===== src/bmcd_pkg.sv =====
// shared types, phase codes and register indexes of the button multi-click detector
// no dependencies
package bmcd_pkg;

    localparam int TIME_W      = 32;
    localparam int LIMIT_W     = 16;
    localparam int CODE_W      = 9;
    localparam int PHASE_W     = 3;
    localparam int CFG_INDEX_W = 3;

    // phase codes
    localparam logic [PHASE_W-1:0] PH_AWAIT_PRESS      = 3'd0;
    localparam logic [PHASE_W-1:0] PH_DEBOUNCE_PRESS   = 3'd1;
    localparam logic [PHASE_W-1:0] PH_AWAIT_RELEASE    = 3'd2;
    localparam logic [PHASE_W-1:0] PH_DEBOUNCE_RELEASE = 3'd3;
    localparam logic [PHASE_W-1:0] PH_AWAIT_MULTI      = 3'd4;

    // register indexes
    localparam logic [CFG_INDEX_W-1:0] REG_ACTIVE_LEVEL    = 3'd0;
    localparam logic [CFG_INDEX_W-1:0] REG_PRESS_DEBOUNCE  = 3'd1;
    localparam logic [CFG_INDEX_W-1:0] REG_RELEASE_DEBOUNCE = 3'd2;
    localparam logic [CFG_INDEX_W-1:0] REG_MULTI_CLICK     = 3'd3;
    localparam logic [CFG_INDEX_W-1:0] REG_HOLD            = 3'd4;

    // a time register write of all ones is dropped
    localparam logic [LIMIT_W-1:0] LIMIT_KEEP = '1;

    localparam logic [CODE_W-1:0] HOLD_MARK  = '1;
    localparam logic [CODE_W-1:0] COUNT_MAX  = 9'd255;
    localparam logic [CODE_W-1:0] CODE_NONE  = '0;

    typedef struct packed {
        logic               active_level;
        logic [LIMIT_W-1:0] press_debounce_ms;
        logic [LIMIT_W-1:0] release_debounce_ms;
        logic [LIMIT_W-1:0] multi_click_ms;
        logic [LIMIT_W-1:0] hold_ms;
    } cfg_t;

    typedef struct packed {
        logic [PHASE_W-1:0] phase;
        logic [CODE_W-1:0]  click_count;
        logic [TIME_W-1:0]  start_time;
    } state_t;

endpackage


===== src/bmcd_cfg.sv =====
// configuration register file of the button multi-click detector
// depends on bmcd_pkg
module bmcd_cfg (
    input  logic                           clk,
    input  logic                           rst_n,
    input  logic                           cfg_we,
    input  logic [bmcd_pkg::CFG_INDEX_W-1:0] cfg_index,
    input  logic [bmcd_pkg::LIMIT_W-1:0]   cfg_wdata,
    output bmcd_pkg::cfg_t                 cfg
);
    import bmcd_pkg::*;

    cfg_t cfg_reg;
    cfg_t cfg_next;
    logic keep_time;

    // time registers ignore the all-ones value
    assign keep_time = (cfg_wdata == LIMIT_KEEP);

    // register write decode
    always_comb
    begin
        cfg_next = cfg_reg;
        if (cfg_we)
        begin
            unique case (cfg_index)
                REG_ACTIVE_LEVEL:
                    cfg_next.active_level = cfg_wdata[0];
                REG_PRESS_DEBOUNCE:
                    if (!keep_time) cfg_next.press_debounce_ms = cfg_wdata;
                REG_RELEASE_DEBOUNCE:
                    if (!keep_time) cfg_next.release_debounce_ms = cfg_wdata;
                REG_MULTI_CLICK:
                    if (!keep_time) cfg_next.multi_click_ms = cfg_wdata;
                REG_HOLD:
                    if (!keep_time) cfg_next.hold_ms = cfg_wdata;
                default:
                    cfg_next = cfg_reg;
            endcase
        end
    end

    always_ff @(posedge clk or negedge rst_n)
    begin
        if (!rst_n)
        begin
            cfg_reg.active_level        <= 1'b0;
            cfg_reg.press_debounce_ms   <= 16'd25;
            cfg_reg.release_debounce_ms <= 16'd30;
            cfg_reg.multi_click_ms      <= 16'd300;
            cfg_reg.hold_ms             <= 16'd1000;
        end
        else
        begin
            cfg_reg <= cfg_next;
        end
    end

    assign cfg = cfg_reg;

endmodule


===== src/bmcd_step.sv =====
// next-state and result logic for one poll of the button
// depends on bmcd_pkg
module bmcd_step (
    input  bmcd_pkg::cfg_t                 cfg,
    input  bmcd_pkg::state_t               state,
    input  logic                           pin_level,
    input  logic [bmcd_pkg::TIME_W-1:0]    now_ms,
    output bmcd_pkg::state_t               state_next,
    output logic signed [bmcd_pkg::CODE_W-1:0] code
);
    import bmcd_pkg::*;

    logic              pressed;
    logic [TIME_W-1:0] elapsed;
    logic              over_press_db;
    logic              over_release_db;
    logic              over_multi;
    logic              over_hold;

    // modular elapsed time and the limit compares
    assign pressed         = (pin_level == cfg.active_level);
    assign elapsed         = now_ms - state.start_time;
    assign over_press_db   = elapsed > {{(TIME_W-LIMIT_W){1'b0}}, cfg.press_debounce_ms};
    assign over_release_db = elapsed > {{(TIME_W-LIMIT_W){1'b0}}, cfg.release_debounce_ms};
    assign over_multi      = elapsed > {{(TIME_W-LIMIT_W){1'b0}}, cfg.multi_click_ms};
    assign over_hold       = elapsed > {{(TIME_W-LIMIT_W){1'b0}}, cfg.hold_ms};

    // phase machine
    always_comb
    begin
        state_next = state;
        code       = CODE_NONE;
        unique case (state.phase)
            PH_DEBOUNCE_PRESS:
            begin
                if (over_press_db)
                begin
                    state_next.phase      = PH_AWAIT_RELEASE;
                    state_next.start_time = now_ms;
                end
            end
            PH_AWAIT_RELEASE:
            begin
                if (!pressed)
                begin
                    if (over_hold)
                        state_next.click_count = HOLD_MARK;
                    state_next.phase      = PH_DEBOUNCE_RELEASE;
                    state_next.start_time = now_ms;
                end
            end
            PH_DEBOUNCE_RELEASE:
            begin
                if (over_release_db)
                begin
                    if (state.click_count == HOLD_MARK)
                    begin
                        state_next.phase = PH_AWAIT_PRESS;
                        code             = HOLD_MARK;
                    end
                    else
                    begin
                        if (state.click_count < COUNT_MAX)
                            state_next.click_count = state.click_count + 9'd1;
                        state_next.phase      = PH_AWAIT_MULTI;
                        state_next.start_time = now_ms;
                    end
                end
            end
            PH_AWAIT_MULTI:
            begin
                if (pressed)
                begin
                    state_next.phase      = PH_DEBOUNCE_PRESS;
                    state_next.start_time = now_ms;
                end
                else if (over_multi)
                begin
                    state_next.phase = PH_AWAIT_PRESS;
                    code             = state.click_count;
                end
            end
            default:
            begin
                // await press, also taken by unused phase codes
                state_next.phase       = PH_AWAIT_PRESS;
                state_next.click_count = '0;
                if (pressed)
                begin
                    state_next.phase      = PH_DEBOUNCE_PRESS;
                    state_next.start_time = now_ms;
                end
            end
        endcase
    end

endmodule


===== src/button_multi_click_detector_top.sv =====
// Button multi-click and long-press detector, one poll per transaction.
// A poll is accepted into the input register and moves on to the result register once that
// register is empty or being read; throughput is one poll per clock while the output is not
// stalled, with the phase update done combinationally between the two registers. Reset puts
// the machine in await press with a zero count and start time, loads the register
// defaults and empties both stages.
module button_multi_click_detector_top (
    input  logic                                clk,
    input  logic                                rst_n,
    input  logic                                in_valid,
    output logic                                in_ready,
    input  logic                                pin_level,
    input  logic [bmcd_pkg::TIME_W-1:0]         now_ms,
    output logic                                out_valid,
    input  logic                                out_ready,
    output logic signed [bmcd_pkg::CODE_W-1:0]  click_code,
    input  logic                                cfg_we,
    input  logic [bmcd_pkg::CFG_INDEX_W-1:0]    cfg_index,
    input  logic [bmcd_pkg::LIMIT_W-1:0]        cfg_wdata
);
    import bmcd_pkg::*;

    cfg_t                     cfg;
    state_t                   state_reg;
    state_t                   state_next;
    logic                     in_valid_reg;
    logic                     pin_reg;
    logic [TIME_W-1:0]        now_reg;
    logic                     out_valid_reg;
    logic signed [CODE_W-1:0] code_reg;
    logic signed [CODE_W-1:0] code_next;
    logic                     advance;

    // configuration registers
    bmcd_cfg u_cfg (
        .clk       (clk),
        .rst_n     (rst_n),
        .cfg_we    (cfg_we),
        .cfg_index (cfg_index),
        .cfg_wdata (cfg_wdata),
        .cfg       (cfg)
    );

    // phase update for the registered poll
    bmcd_step u_step (
        .cfg        (cfg),
        .state      (state_reg),
        .pin_level  (pin_reg),
        .now_ms     (now_reg),
        .state_next (state_next),
        .code       (code_next)
    );

    // stage flow control
    assign advance  = in_valid_reg && (!out_valid_reg || out_ready);
    assign in_ready = !in_valid_reg || advance;

    // input register
    always_ff @(posedge clk or negedge rst_n)
    begin
        if (!rst_n)
            in_valid_reg <= 1'b0;
        else if (in_ready)
            in_valid_reg <= in_valid;
    end

    always_ff @(posedge clk)
    begin
        if (in_valid && in_ready)
        begin
            pin_reg <= pin_level;
            now_reg <= now_ms;
        end
    end

    // machine state, updated as a poll moves to the result register
    always_ff @(posedge clk or negedge rst_n)
    begin
        if (!rst_n)
        begin
            state_reg.phase       <= PH_AWAIT_PRESS;
            state_reg.click_count <= '0;
            state_reg.start_time  <= '0;
        end
        else if (advance)
        begin
            state_reg <= state_next;
        end
    end

    // result register
    always_ff @(posedge clk or negedge rst_n)
    begin
        if (!rst_n)
            out_valid_reg <= 1'b0;
        else if (advance)
            out_valid_reg <= 1'b1;
        else if (out_ready)
            out_valid_reg <= 1'b0;
    end

    always_ff @(posedge clk)
    begin
        if (advance)
            code_reg <= code_next;
    end

    assign out_valid  = out_valid_reg;
    assign click_code = code_reg;

endmodule


===== config.mk =====
export PLATFORM = sky130hd
export DESIGN_NAME = button_multi_click_detector_top
export DESIGN_NICKNAME = d
export VERILOG_FILES = /design/src/bmcd_pkg.sv /design/src/bmcd_cfg.sv /design/src/bmcd_step.sv /design/src/button_multi_click_detector_top.sv
export SDC_FILE = /design/constraint.sdc
export NUM_CORES = 1
export LEC_CHECK = 0
export BUFFER_PORTS_ARGS = -buffer_cell sky130_fd_sc_hd__buf_2
export CORE_MARGIN = 2
export CORE_UTILIZATION = 35
export CTS_BUF_LIST = sky130_fd_sc_hd__clkbuf_16
export CTS_CLUSTER_SIZE = 40
export DETAILED_ROUTE_END_ITERATION = 6
export HOLD_SLACK_MARGIN = 0.03
export SLEW_MARGIN = 30
export SYNTH_ARGS = -nofsm -noshare
export SYNTH_HDL_FRONTEND = slang
export SYNTH_SLANG_ARGS = --single-unit

===== constraint.sdc =====
create_clock -name clk -period 14.2 [get_ports clk]
set_clock_uncertainty 0.1 [all_clocks]
set_input_delay 2.84 -clock clk [delete_from_list [all_inputs] [get_ports clk]]
set_output_delay 2.84 -clock clk [all_outputs]
set_load 0.005 [all_outputs]

==> run summary <==
Summed over all cells, the static leakage comes to 0.00497 µW. The setup slack of the critical path after layout is 8.01 ns, and the number of flip-flops in the largest register is 65. The H-tree depth was 4.

HPWL reported at the end of detailed placement: 16900 µm. The path with the worst hold slack has its endpoint at u_cfg.cfg[41]. The total count of hold-check failures in the final report is 0. In this run the remaining antenna-violating nets after routing total 0.

The power share of the sequential group is 25.2%. The startpoint type of the worst setup path is an input pin. Across the run, the number of max-cap violations was 0. The first detailed-routing pass took 4 iterations. Synthesis produced a netlist whose cell count is 994. Measured in cells, the most critical reg-to-reg path has a length of 20.

The maximum number of buffers from clock root to sink is 2, and the routability-driven placement congestion ratio is 0.842. The flow ran to the end, and the final reports show no timing, DRC or antenna violations. The ratio of routed vias to standard cells was 5.23; the internal power summed over all cells was 1410 µW. Power spread over the standard cell area amounts to 234 nW/µm². The tools report the placeable core region as 27000 µm². The layout overhead on the synthesized area was 13.1%.

The net count after synthesis came out at 1149. The classification of the worst-slack hold path was reg -> reg. The post-layout minimum cycle time is 6.19 ns, and the number of warnings printed during yosys synthesis is 0. For this configuration, the core starts out at a cell density of 35.7%. Total power for the finished layout comes to 2540 µW. In this run the most critical hold path is launched from u_cfg.cfg[41]. The floorplan die area is 28800 µm², and the layout cell share with drive strength beyond 1 is 15.0%.

Setup violations remaining at the end of the flow were counted as 0. The element type at the critical path end is a primary output. The power dissipated by switching net loads is 1130 µW. In this run the critical register-to-register path is captured at state_reg[35]. For this design, the CTS-stage hold fixing added 0 buffers. The number of stages on the worst hold path is 1. The logs give 42.2% for the sequential cell area fraction in the yosys report and 0 for the initial antenna violation count. In this run the worst path has a maximum fanout of 3. The total overflow left after global routing is 0.

Counting distinct cell types in the post-synthesis netlist gives 76. The tools report the post-layout utilization of the core as 40.3%. In this run the clock root is driven by a clkbuf_16.

The number of antenna diodes in the final layout is 0. Dividing the synthesized area by the synthesized cell count gives 9.67 µm². For the worst setup slack after placement, the log shows 8.01 ns. The run gives 16.5% as the total global routing track utilization. TritonCTS built the clock tree.

From bottom edge to top edge, the die measures 170 µm. Dividing the detail-routed wire length by the instance count gives 16.3 µm. In the synthesized netlist the async set-or-reset flop fraction comes to 72.5%.

The die is 170 µm wide. For the worst-skew pair, the clock arrives at the later sink with an insertion delay of 0.44 ns. The minimum hold slack is 0.390 ns. During I/O placement, the number of pins put on the boundary was 68. For this design, the sink count on the clock tree is 153. Per report_power, the clock group accounts for 18.1% of the total.

After clock tree synthesis, the clock-pin slew on the worst setup and hold paths is 0.07 ns. The post-CTS setup buffer count was 0; the number of register bits inferred by synthesis was 153. The tools report the via count of the first global-routing pass as 7034. The portion of total power attributed to combinational logic was 56.6%; the final max-slew violation count was 0. The worst pin sits at a relative slew slack of 42.1%. For the number of nets in the layout, the log shows 1209. The tools report the worst flop-to-flop path startpoint as state_reg[4].

Setup repair after global routing left no endpoint under its margin. The worst setup path is of the in -> out kind. Post-CTS repair changed the size of 0 cells. The first routing iteration left 565 violations. The most used flip-flop cell after synthesis is dfrtp_1.

The count of buffers added on input and output ports is 67. STA puts the critical path data required time at 11.26 ns. The first global-routing pass estimated 37400 µm of wire. In this run the cell area of the synthesized design comes to 9610 µm². Counting the buffers created by CTS gives 17. Entering global routing, the biggest net connects 62 pins. In this run switching power makes up 44.4% of total power. Detailed routing inserted a total of 7360 vias.

Summed over all layers, the routed wires come to 22900 µm. The run gives 0.162 GHz as the highest attainable clock frequency. Arrival time at the worst endpoint: 3.25 ns. Summed over all failing endpoints, the final setup total negative slack is 0 ns. After detailed routing, the number of remaining DRC violations is 0.

The period utilization is 43.6%. After floorplanning, the core was divided into 60 placement rows. The run gives 8.71 ns as the worst-case register-to-register setup slack.

At the pin with the least slew margin, the transition time is 0.861 ns. Yosys mapped a number of flops with a built-in enable equal to 42. The tools report the worst-case vdd ir drop as 0.0000799 V.
==> layout make-up <==
cell class | instances | area, µm²
Fill cell | 2657 | 16100
Multi-Input combinational cell | 705 | 5030
Sequential cell | 153 | 4060
Clock buffer | 18 | 450
Tap cell | 341 | 427
Timing Repair Buffer | 74 | 390
Inverter | 103 | 387
Clock inverter | 14 | 130
==> worst max-delay path, cell delays in order <==
cell and delay [ns]:
buf_2 0.10, nand3b_1 0.17, buf_2 0.14
==> synthesized netlist by cell type, types with 6 or more instances <==
| master | count | share of area, % |
|---|---|---|
| xnor2_1 | 11 | 1.0 |
| and3_1 | 6 | 0.39 |
| nor4_1 | 10 | 0.65 |
| o211ai_1 | 7 | 0.55 |
| dfrtp_1 | 94 | 24 |
| dfstp_2 | 17 | 4.6 |
| ha_1 | 97 | 13 |
| o21ai_0 | 98 | 5.1 |
| xor2_1 | 13 | 1.2 |
| nand3_1 | 10 | 0.52 |
| nand2b_1 | 10 | 0.65 |
| edfxtp_1 | 42 | 13 |
| o21a_1 | 15 | 1.2 |
| a21o_1 | 38 | 3.0 |
| nand4_1 | 29 | 1.9 |
| nand2_1 | 104 | 4.1 |
| nor3_1 | 17 | 0.89 |
| inv_1 | 103 | 4.0 |
| nor2_1 | 41 | 1.6 |
| mux2_1 | 17 | 2.0 |
| buf_2 | 7 | 0.36 |
| mux2_4 | 9 | 1.4 |
| a21oi_1 | 56 | 2.9 |
| clkbuf_1 | 20 | 0.78 |
| o22a_1 | 6 | 0.55 |
| nor2b_1 | 10 | 0.65 |
| mux2_2 | 11 | 1.3 |
==> power groups by stage <==
stage / Sequential [µW] / Combinational, µW / Clock [µW]
floorplan: 622 / 1090 / 0
global placement: 645 / 1400 / 0
global route: 658 / 1620 / 488
detailed placement: 650 / 1430 / 0
CTS: 642 / 1440 / 471
finish: 642 / 1440 / 460
==> metrics by stage <==
step | area (µm²) | instances
after floorplan | 9610 | 994
after global placement | 10300 | 1376
after detailed placement | 10300 | 1376
after CTS | 10900 | 1408
after global routing | 10900 | 1408
final | 10900 | 1408
==> per-layer routing <==
layer | vias to the layer above | share of wire, % | track usage (%)
met5 | - | 0 | 0
met4 | 0 | 2.1 | 5.61
met3 | 25 | 3.3 | 2.87
met2 | 138 | 46 | 26.2
met1 | 3501 | 49 | 22.9
li1 | 3696 | - | -
==> cell families after synthesis <==
family                     after synthesis  share of synthesized area (%)
AOI/OAI and AO/OA                      276                           18.3
and+or+nand+nor                        268                           13.9
DFF                                    153                           42.2
buffers and inverters                  136                           5.66
adders and majority gates               98                           12.8
muxes                                   39                           4.90
xor gates and xnor gates                24                           2.19
==> worst max-delay path by stage <==
| stage | from | slack, ns | end | cells past startpoint |
|---|---|---|---|---|
| after global routing | out_ready | 7.99 | in_ready | 3 |
| after detailed placement | out_ready | 8.01 | in_ready | 3 |
| after CTS | out_ready | 8.01 | in_ready | 3 |
| final | out_ready | 8.01 | in_ready | 3 |
| after global placement | out_ready | 8.01 | in_ready | 3 |
| after floorplan | out_ready | 8.25 | in_ready | 1 |
==> cell usage in the layout (no fill, tap or decap), types with 38 or more instances in the layout <==
| cell | Yosys | layout |
|---|---|---|
| nand2_1 | 104 | 104 |
| ha_1 | 97 | 97 |
| a21o_1 | 38 | 38 |
| inv_1 | 103 | 103 |
| edfxtp_1 | 42 | 42 |
| nor2_1 | 41 | 41 |
| a21oi_1 | 56 | 56 |
| o21ai_0 | 98 | 98 |
| buf_2 | 7 | 66 |
| dfrtp_1 | 94 | 94 |
No activity file was read; power rests on OpenSTA's default activity.
